[src/fit_policy_segment_allocator_unit_macros.svh]
// ---------------------------------------------------------------------------
// Assertion macros for the segment allocator
// Shared concurrent check forms used by the controller.
// ---------------------------------------------------------------------------
`ifndef FIT_POLICY_SEGMENT_ALLOCATOR_UNIT_MACROS_SVH
`define FIT_POLICY_SEGMENT_ALLOCATOR_UNIT_MACROS_SVH

// implication check under synchronous reset
`define FPSA_ASSERT_IMP(label, clk, rst, ante, cons, msg) \
  label: assert property (@(posedge clk) disable iff (rst) (ante) |-> (cons)) \
    else $error(msg);

// next-cycle implication check under synchronous reset
`define FPSA_ASSERT_NXT(label, clk, rst, ante, cons, msg) \
  label: assert property (@(posedge clk) disable iff (rst) (ante) |=> (cons)) \
    else $error(msg);

`endif

[src/fpsa_pkg.sv]
// ---------------------------------------------------------------------------
// Segment allocator package
// Shared payload types, codes and controller states.
// ---------------------------------------------------------------------------
package fpsa_pkg;

  localparam int AddrWidth = 16;
  localparam int IdWidth   = 8;
  localparam int SizeWidth = AddrWidth + 1;

  typedef enum logic [1:0] {
    ST_OK        = 2'd0,
    ST_NO_FIT    = 2'd1,
    ST_FULL      = 2'd2,
    ST_NOT_FOUND = 2'd3
  } status_t;

  typedef enum logic [1:0] {
    POL_FIRST = 2'd0,
    POL_WORST = 2'd1,
    POL_BEST  = 2'd2,
    POL_SPARE = 2'd3
  } policy_t;

  localparam logic REQ_ALLOC = 1'b0;
  localparam logic REQ_FREE  = 1'b1;

  localparam logic [0:0] CFG_MEM_SIZE = 1'b0;
  localparam logic [0:0] CFG_POLICY   = 1'b1;

  typedef struct packed {
    logic                 req_type;
    logic [IdWidth-1:0]   block_id;
    logic [SizeWidth-1:0] request_size;
  } req_t;

  typedef struct packed {
    logic [1:0]           status;
    logic [AddrWidth-1:0] start_addr;
    logic [AddrWidth-1:0] end_addr;
  } rsp_t;

  typedef enum logic [2:0] {
    S_IDLE,
    S_SCAN,
    S_INSERT,
    S_REMOVE,
    S_DONE
  } state_t;

  typedef struct packed {
    logic load;
    logic scan;
    logic shift_up;
    logic shift_down;
    logic finish;
  } cmd_t;

  typedef struct packed {
    logic scan_last;
    logic found;
    logic is_free;
    logic early_done;
    logic shift_last;
  } sts_t;

endpackage

[src/fpsa_ctrl.sv]
// ---------------------------------------------------------------------------
// Segment allocator controller
// Sequences load, table scan, shift and result phases.
// ---------------------------------------------------------------------------
`include "fit_policy_segment_allocator_unit_macros.svh"

module fpsa_ctrl
  import fpsa_pkg::*;
(
  input  logic clk,
  input  logic rst,
  input  logic start,
  input  sts_t sts,
  output logic busy,
  output cmd_t cmd
);

  state_t state, state_next;

  always_ff @(posedge clk) begin
    if (rst) state <= S_IDLE;
    else     state <= state_next;
  end

  always_comb begin
    state_next = state;
    unique case (state)
      S_IDLE: begin
        if (start) state_next = S_SCAN;
      end
      S_SCAN: begin
        if (sts.early_done) state_next = S_DONE;
        else if (sts.scan_last) begin
          if (!sts.found) state_next = S_DONE;
          else if (sts.is_free) state_next = S_REMOVE;
          else state_next = S_INSERT;
        end
      end
      S_INSERT: begin
        if (sts.shift_last) state_next = S_DONE;
      end
      S_REMOVE: begin
        if (sts.shift_last) state_next = S_DONE;
      end
      S_DONE: state_next = S_IDLE;
      default: state_next = S_IDLE;
    endcase
  end

  always_comb begin
    cmd  = '0;
    busy = (state != S_IDLE);
    unique case (state)
      S_IDLE:   cmd.load = start;
      S_SCAN:   cmd.scan = 1'b1;
      S_INSERT: cmd.shift_up = 1'b1;
      S_REMOVE: cmd.shift_down = 1'b1;
      S_DONE:   cmd.finish = 1'b1;
      default:  cmd = '0;
    endcase
  end

  `FPSA_ASSERT_NXT(a_load_scans, clk, rst, cmd.load, state == S_SCAN, "load not followed by scan")
  `FPSA_ASSERT_NXT(a_done_idle, clk, rst, cmd.finish, !busy, "finish not followed by idle")
  `FPSA_ASSERT_IMP(a_onecmd, clk, rst, 1'b1, $onehot0(cmd), "multiple commands")

endmodule

[src/fpsa_datapath.sv]
// ---------------------------------------------------------------------------
// Segment allocator datapath
// Segment table, hole scanner, shifter and result register.
// ---------------------------------------------------------------------------
module fpsa_datapath
  import fpsa_pkg::*;
#(
  parameter int MAX_SEGMENTS = 16
) (
  input  logic                  clk,
  input  logic                  rst,
  input  cmd_t                  cmd,
  input  req_t                  req,
  input  logic [SizeWidth-1:0]  memory_size,
  input  policy_t               fit_policy,
  output sts_t                  sts,
  output logic                  done,
  output rsp_t                  rsp
);

  localparam int IW = $clog2(MAX_SEGMENTS);
  localparam int CW = $clog2(MAX_SEGMENTS + 1);
  localparam int HW = AddrWidth + 1;

  logic [IdWidth-1:0]    seg_ident [MAX_SEGMENTS];
  logic [AddrWidth-1:0]  seg_first [MAX_SEGMENTS];
  logic [AddrWidth-1:0]  seg_last  [MAX_SEGMENTS];

  logic [CW-1:0]         count;
  logic [CW-1:0]         idx;
  logic [CW-1:0]         pick;
  logic                  found;
  logic [HW-1:0]         pick_hole;
  logic [AddrWidth-1:0]  pick_start;
  logic [AddrWidth-1:0]  hit_first, hit_last;
  logic                  is_free;
  logic [IdWidth-1:0]    id;
  logic [SizeWidth-1:0]  want;
  logic [HW-1:0]         lim;
  logic                  early;
  logic [1:0]            early_code;

  logic [HW:0]           prev_end1;
  logic [HW-1:0]         next_start;
  logic [HW:0]           hole;
  logic                  fits, better;
  logic [IW-1:0]         ii, im1;

  always_comb begin
    lim = (memory_size > SizeWidth'(1 << AddrWidth)) ? HW'(1 << AddrWidth)
                                                      : HW'(memory_size);
  end

  assign ii  = idx[IW-1:0];
  assign im1 = IW'(idx - CW'(1));

  always_comb begin
    prev_end1 = (idx == '0) ? '0 : {1'b0, 1'b0, seg_last[im1]} + (HW+1)'(1);
    next_start = (idx == count) ? lim : {1'b0, seg_first[ii]};
    if (next_start > lim) next_start = lim;
    hole = ({1'b0, next_start} >= prev_end1) ? ({1'b0, next_start} - prev_end1) : '0;
    fits = ({1'b0, next_start} >= prev_end1) && (hole >= (HW+1)'(want));
    better = !found ||
             (fit_policy == POL_WORST && hole[HW-1:0] > pick_hole) ||
             (fit_policy == POL_BEST  && hole[HW-1:0] < pick_hole);
  end

  logic first_policy;
  assign first_policy = (fit_policy != POL_WORST) && (fit_policy != POL_BEST);

  logic scan_last;
  always_comb begin
    if (is_free) scan_last = (idx >= count) || (found);
    else scan_last = (idx > count) || (found && first_policy);
  end

  logic shift_last;
  always_comb begin
    if (is_free) shift_last = (idx + CW'(1) >= count);
    else shift_last = (idx <= pick);
  end

  assign sts.scan_last  = scan_last;
  assign sts.found      = found;
  assign sts.is_free    = is_free;
  assign sts.early_done = early;
  assign sts.shift_last = shift_last;

  always_ff @(posedge clk) begin
    if (rst) begin
      count     <= '0;
      done      <= 1'b0;
    end else begin
      done <= cmd.finish;
      if (cmd.load) begin
        is_free <= req.req_type;
        id      <= req.block_id;
        want    <= req.request_size;
        idx     <= '0;
        found   <= 1'b0;
        early   <= 1'b0;
        if (req.req_type == REQ_ALLOC && req.request_size == '0) begin
          early <= 1'b1; early_code <= ST_NO_FIT;
        end else if (req.req_type == REQ_ALLOC && count == CW'(MAX_SEGMENTS)) begin
          early <= 1'b1; early_code <= ST_FULL;
        end
      end else if (cmd.scan && !early) begin
        if (is_free) begin
          if (idx < count && !found) begin
            if (seg_ident[ii] == id) begin
              found <= 1'b1; pick <= idx;
              hit_first <= seg_first[ii]; hit_last <= seg_last[ii];
            end else idx <= idx + CW'(1);
          end
        end else if (scan_last) begin
          idx <= count;
        end else begin
          if (fits && better) begin
            found <= 1'b1; pick <= idx;
            pick_hole <= hole[HW-1:0];
            pick_start <= prev_end1[AddrWidth-1:0];
          end
          idx <= idx + CW'(1);
        end
      end else if (cmd.shift_up) begin
        if (idx > pick) begin
          seg_ident[ii] <= seg_ident[im1];
          seg_first[ii] <= seg_first[im1];
          seg_last[ii]  <= seg_last[im1];
          idx <= idx - CW'(1);
        end else begin
          seg_ident[pick[IW-1:0]] <= id;
          seg_first[pick[IW-1:0]] <= pick_start;
          seg_last[pick[IW-1:0]]  <= AddrWidth'(pick_start + want[AddrWidth-1:0] - 1'b1);
          hit_first <= pick_start;
          hit_last  <= AddrWidth'(pick_start + want[AddrWidth-1:0] - 1'b1);
          count <= count + CW'(1);
        end
      end else if (cmd.shift_down) begin
        if (idx + CW'(1) < count) begin
          seg_ident[ii] <= seg_ident[IW'(idx + CW'(1))];
          seg_first[ii] <= seg_first[IW'(idx + CW'(1))];
          seg_last[ii]  <= seg_last[IW'(idx + CW'(1))];
          idx <= idx + CW'(1);
        end else begin
          count <= count - CW'(1);
        end
      end
      if (cmd.finish) begin
        if (early) rsp <= '{early_code, '0, '0};
        else if (!found) rsp <= '{(is_free ? ST_NOT_FOUND : ST_NO_FIT), '0, '0};
        else rsp <= '{ST_OK, hit_first, hit_last};
      end
    end
  end

endmodule

[src/fit_policy_segment_allocator_unit.sv]
// ---------------------------------------------------------------------------
// Segment allocator top level
// Scan and shift phases move one table entry per cycle; a new request is taken
// only while busy is low, once the previous request has finished.
// busy falls with the done strobe, so the next request can start in that cycle.
// The receiver cannot stall; configuration writes are always ready.
// Synchronous active-high rst empties the table, memory_size 65536, first fit.
// ---------------------------------------------------------------------------
module fit_policy_segment_allocator_unit
  import fpsa_pkg::*;
#(
  parameter int MAX_SEGMENTS = 16
) (
  input  logic        clk,
  input  logic        rst,
  input  logic        start,
  output logic        busy,
  input  req_t        request,
  output logic        done,
  output rsp_t        result,
  input  logic        cfg_valid,
  output logic        cfg_ready,
  input  logic        cfg_index,
  input  logic [16:0] cfg_data
);

  logic [SizeWidth-1:0] memory_size;
  policy_t              fit_policy;
  cmd_t                 cmd;
  sts_t                 sts;
  logic                 ctrl_busy;

  assign cfg_ready = 1'b1;
  assign busy      = ctrl_busy;

  always_ff @(posedge clk) begin
    if (rst) begin
      memory_size <= SizeWidth'(65536);
      fit_policy  <= POL_FIRST;
    end else if (cfg_valid) begin
      unique case (cfg_index)
        CFG_MEM_SIZE: memory_size <= cfg_data;
        CFG_POLICY:   fit_policy  <= policy_t'(cfg_data[1:0]);
        default:      memory_size <= memory_size;
      endcase
    end
  end

  fpsa_ctrl u_ctrl (
    .clk  (clk),
    .rst  (rst),
    .start(start),
    .sts  (sts),
    .busy (ctrl_busy),
    .cmd  (cmd)
  );

  fpsa_datapath #(
    .MAX_SEGMENTS(MAX_SEGMENTS)
  ) u_dp (
    .clk        (clk),
    .rst        (rst),
    .cmd        (cmd),
    .req        (request),
    .memory_size(memory_size),
    .fit_policy (fit_policy),
    .sts        (sts),
    .done       (done),
    .rsp        (result)
  );

endmodule
[config.mk]
export PLATFORM = sky130hd
export DESIGN_NAME = fit_policy_segment_allocator_unit
export DESIGN_NICKNAME = d
export VERILOG_FILES = /design/src/fpsa_pkg.sv /design/src/fpsa_ctrl.sv /design/src/fpsa_datapath.sv /design/src/fit_policy_segment_allocator_unit.sv
export VERILOG_INCLUDE_DIRS = /design/src /design/src/src
export SDC_FILE = /design/constraint.sdc
export NUM_CORES = 2
export LEC_CHECK = 0
export BUFFER_PORTS_ARGS = -buffer_cell sky130_fd_sc_hd__buf_2
export CORE_UTILIZATION = 50
export CTS_CLUSTER_SIZE = 40
export DETAILED_ROUTE_END_ITERATION = 16
export PLACE_DENSITY = 0.66
export SYNTH_ARGS = -nofsm -noshare
export SYNTH_HDL_FRONTEND = slang
export SYNTH_HIERARCHICAL = 1
export SYNTH_SLANG_ARGS = --single-unit
[constraint.sdc]
create_clock -name clk -period 13.2 [get_ports clk]
set_input_delay 0.66 -clock clk [delete_from_list [all_inputs] [get_ports clk]]
set_output_delay 0.66 -clock clk [all_outputs]
set_load 0.005 [all_outputs]
==> out/metrics.csv <==
metric,value,unit
hp-class,in2reg,
fin_crit_sh,73.1,%
p_switching,2.03,mW
start_util,50.5,%
tightest_slew,1.18,ns
cp_data_arrival_time,9.95,ns
ys_ff_latch,811,
antenna_found_initial,2,
clk_latency,0.67,ns
p_clk_share,34.3,%
path_max_fanout,60,
finalSetupViolations,0,
htreeDepth,3,
grt_pass1_wl,192000,um
fillers,7099,
fin_ws,3.55,ns
gp_congestion,0.905,
fin_crit,9.65,ns
whs,0.164,ns
tritoncts,built,
hold_buffers,0,
final_net_count,3076,
max_slew_margin,19.1,%
violations,DRC,
seqCellArea,24000,um2
synthCells,2845,
fp.dieH,306,um
sw_frac_of_total,28.5,%
async_flop_share,0,%
power_leakage,17.2,nW
pre_cts_slack,3.62,ns
slowest_stage,dfxtp_4,
io_buffers,83,
p_comb_share,23.2,%
ctsResizeCount,0,
max_freq,104,MHz
crit_required,13.50,ns
cts_made_buffers,88,
grt_max_degree,125,
p_seq_share,42.5,%
drtPass1Iterations,12,
netlist_area,46200,um2
rsz0062_at_grt,no,
synth_most_common_cell,edfxtp_1,
vias,28900,
status,finished with violations,
first_iter_violations,3467,
p_per_area,140,nW/um2
netlist.area_leader.share,50.6,%
yosys_warnings,6,
synth_nets,3016,
die_w,306,um
syn_to_final_growth,9.93,%
cpPeakStageDelay,0.98,ns
clk_transition_reported_paths,0.06,ns
multi_input_area,20900,um2
slew_viol_final,0,
cts_root_buffer,clkbuf_16,
avgSynthCellArea,16.3,um2
dpl.hpwl,79100,um
placementRows,111,
ios,85,
wire_per_inst,31.0,um
drc_errors,2,
start_kind,flop,
antenna_cells,0,
dieArea,93700,um2
power.internal,5.08,mW
ctsLongestPathBuffers,3,
finalPower,7.11,mW
synth.yosys.seq_area_share,52.0,%
hold_violations,0,
synth_common_cells,"edfxtp_1 (779), mux4_2 (543), nand2_1 (176)",
peakVddDrop,99.3,uV
routed_wl,129000,um
crit_type,reg2reg,
synth-main-ff-cell,edfxtp_1,
worst_setup_path_end_kind,flop,
postCtsSetupBuffers,0,
core,91700,um2
skew,0.0303,ns
routed_via_density,6.93,
synth_edf_count,779,
maxCapViolCount,0,
drive_above_1_share,30.5,%
detail-route-antenna-nets,0,
overflow,0,
grt_pass1_vias,28800,
cts.sinks,811,
yosysTopAreaCell,edfxtp_1,
yosysUniqueCellTypes,86,
gr-usage-all-layers,27.8,%
synth_area_leaders,"edfxtp_1 (51%), mux4_2 (26%), ha_1 (3.2%), mux2i_1 (2.6%), nand2_1 (1.4%)",
fin_tns_setup,0,ns
## kinds of logic after synthesis
logic type	after synthesis	synth area share, %
flops	811	52.0
mux	682	29.8
simple gates	489	5.49
compound gates	341	4.67
buf+inv	323	3.22
fa+ha+maj	123	3.38
xor+xnor	75	1.44
other cells	1	0.00811
## registers in the layout (all words and copies together), names as in the netlist, 5 cells and up, named ones only
name / flops
u_dp/pick: 5
u_dp/hit_last: 16
u_dp/id: 8
u_dp/hit_first: 16
u_dp/rsp: 34
u_dp/idx: 5
memory_size: 17
u_dp/count: 5
u_dp/seg_last: 256
u_dp/pick_start: 16
u_dp/seg_ident: 128
u_dp/seg_first: 256
u_dp/want: 17
u_dp/pick_hole: 17
## critical path: cells and delay by family, from the launching register on
kind / cells / cell delay, ns
AO/OA/AOI/OAI: 12 / 2.28
adder cells (fa/ha/maj): 4 / 1.15
flip-flops: 1 / 0.98
buffers and inverters: 3 / 1.40
AND/OR/NAND/NOR: 7 / 1.67
multiplexers: 4 / 1.70
## stage by stage
step                      cell area (um2)  instances  utilization [%]
after floorplan                     46200       2845                -
after global placement              48000       4000             52.4
after detailed placement            48000       4000             52.4
after CTS                           50800       4166             55.5
after global routing                50800       4167             55.5
final                               50800       4167             55.5
## path summary, 6_finish.rpt
path                        start                  end  slack (ns)  cells after the start
setup / recovery             flop  u_dp/pick_start[12]        3.55                     30
hold reg to reg   memory_size[10]      memory_size[10]        0.50                      2
hold / removal        request[18]           u_dp/id[1]        0.16                      1
setup reg to reg             flop  u_dp/pick_start[12]        3.55                     30
## per-layer routing
| metal | GRT usage, % | vias to the layer above | wire (um) |
|---|---|---|---|
| li1 | - | 11800 | - |
| met1 | 38.8 | 15200 | 51700 |
| met2 | 44.3 | 1613 | 62100 |
| met3 | 5.04 | 260 | 11300 |
| met4 | 9.67 | 2 | 4260 |
| met5 | 0 | - | 13 |
## cells in the final DEF (no fill, tap or decap), drive strengths merged, types with 23 or more instances in the layout
cell type  netlist  layout
edfxtp         779     779
mux4           553     553
nand2          177     177
buf            113     169
inv            124     124
mux2i          123     123
ha             120     120
o21ai          114     114
clkbuf          86     111
a21oi           69      69
nor2            64      64
and2            63      63
xnor2           46      46
a31oi           40      40
clkinv           0      40
nor3            39      39
nand2b          33      33
a211oi          33      33
dfxtp           32      32
xor2            29      29
a21o            23      23
## power groups by stage
| stage | clock network, mW | logic [mW] | registers [mW] |
|---|---|---|---|
| 3_5_place_dp | 0 | 1.64 | 3.08 |
| 6_report | 2.43 | 1.65 | 3.02 |
| 4_1_cts | 2.48 | 1.64 | 3.02 |
| 2_1_floorplan | 0 | 1.20 | 3.04 |
| 5_1_grt | 2.57 | 1.79 | 3.02 |
| 3_3_place_gp | 0 | 1.61 | 3.08 |
## final cells by class
type,instances,area share (%)
clock buffer,111,4.58
clock inverter,55,0.992
inverter,124,0.925
multi-input combinational,1711,41.1
sequential,811,47.3
tap,1186,2.92
timing repair buffer,169,2.16
(Power assumes the default switching activity.)
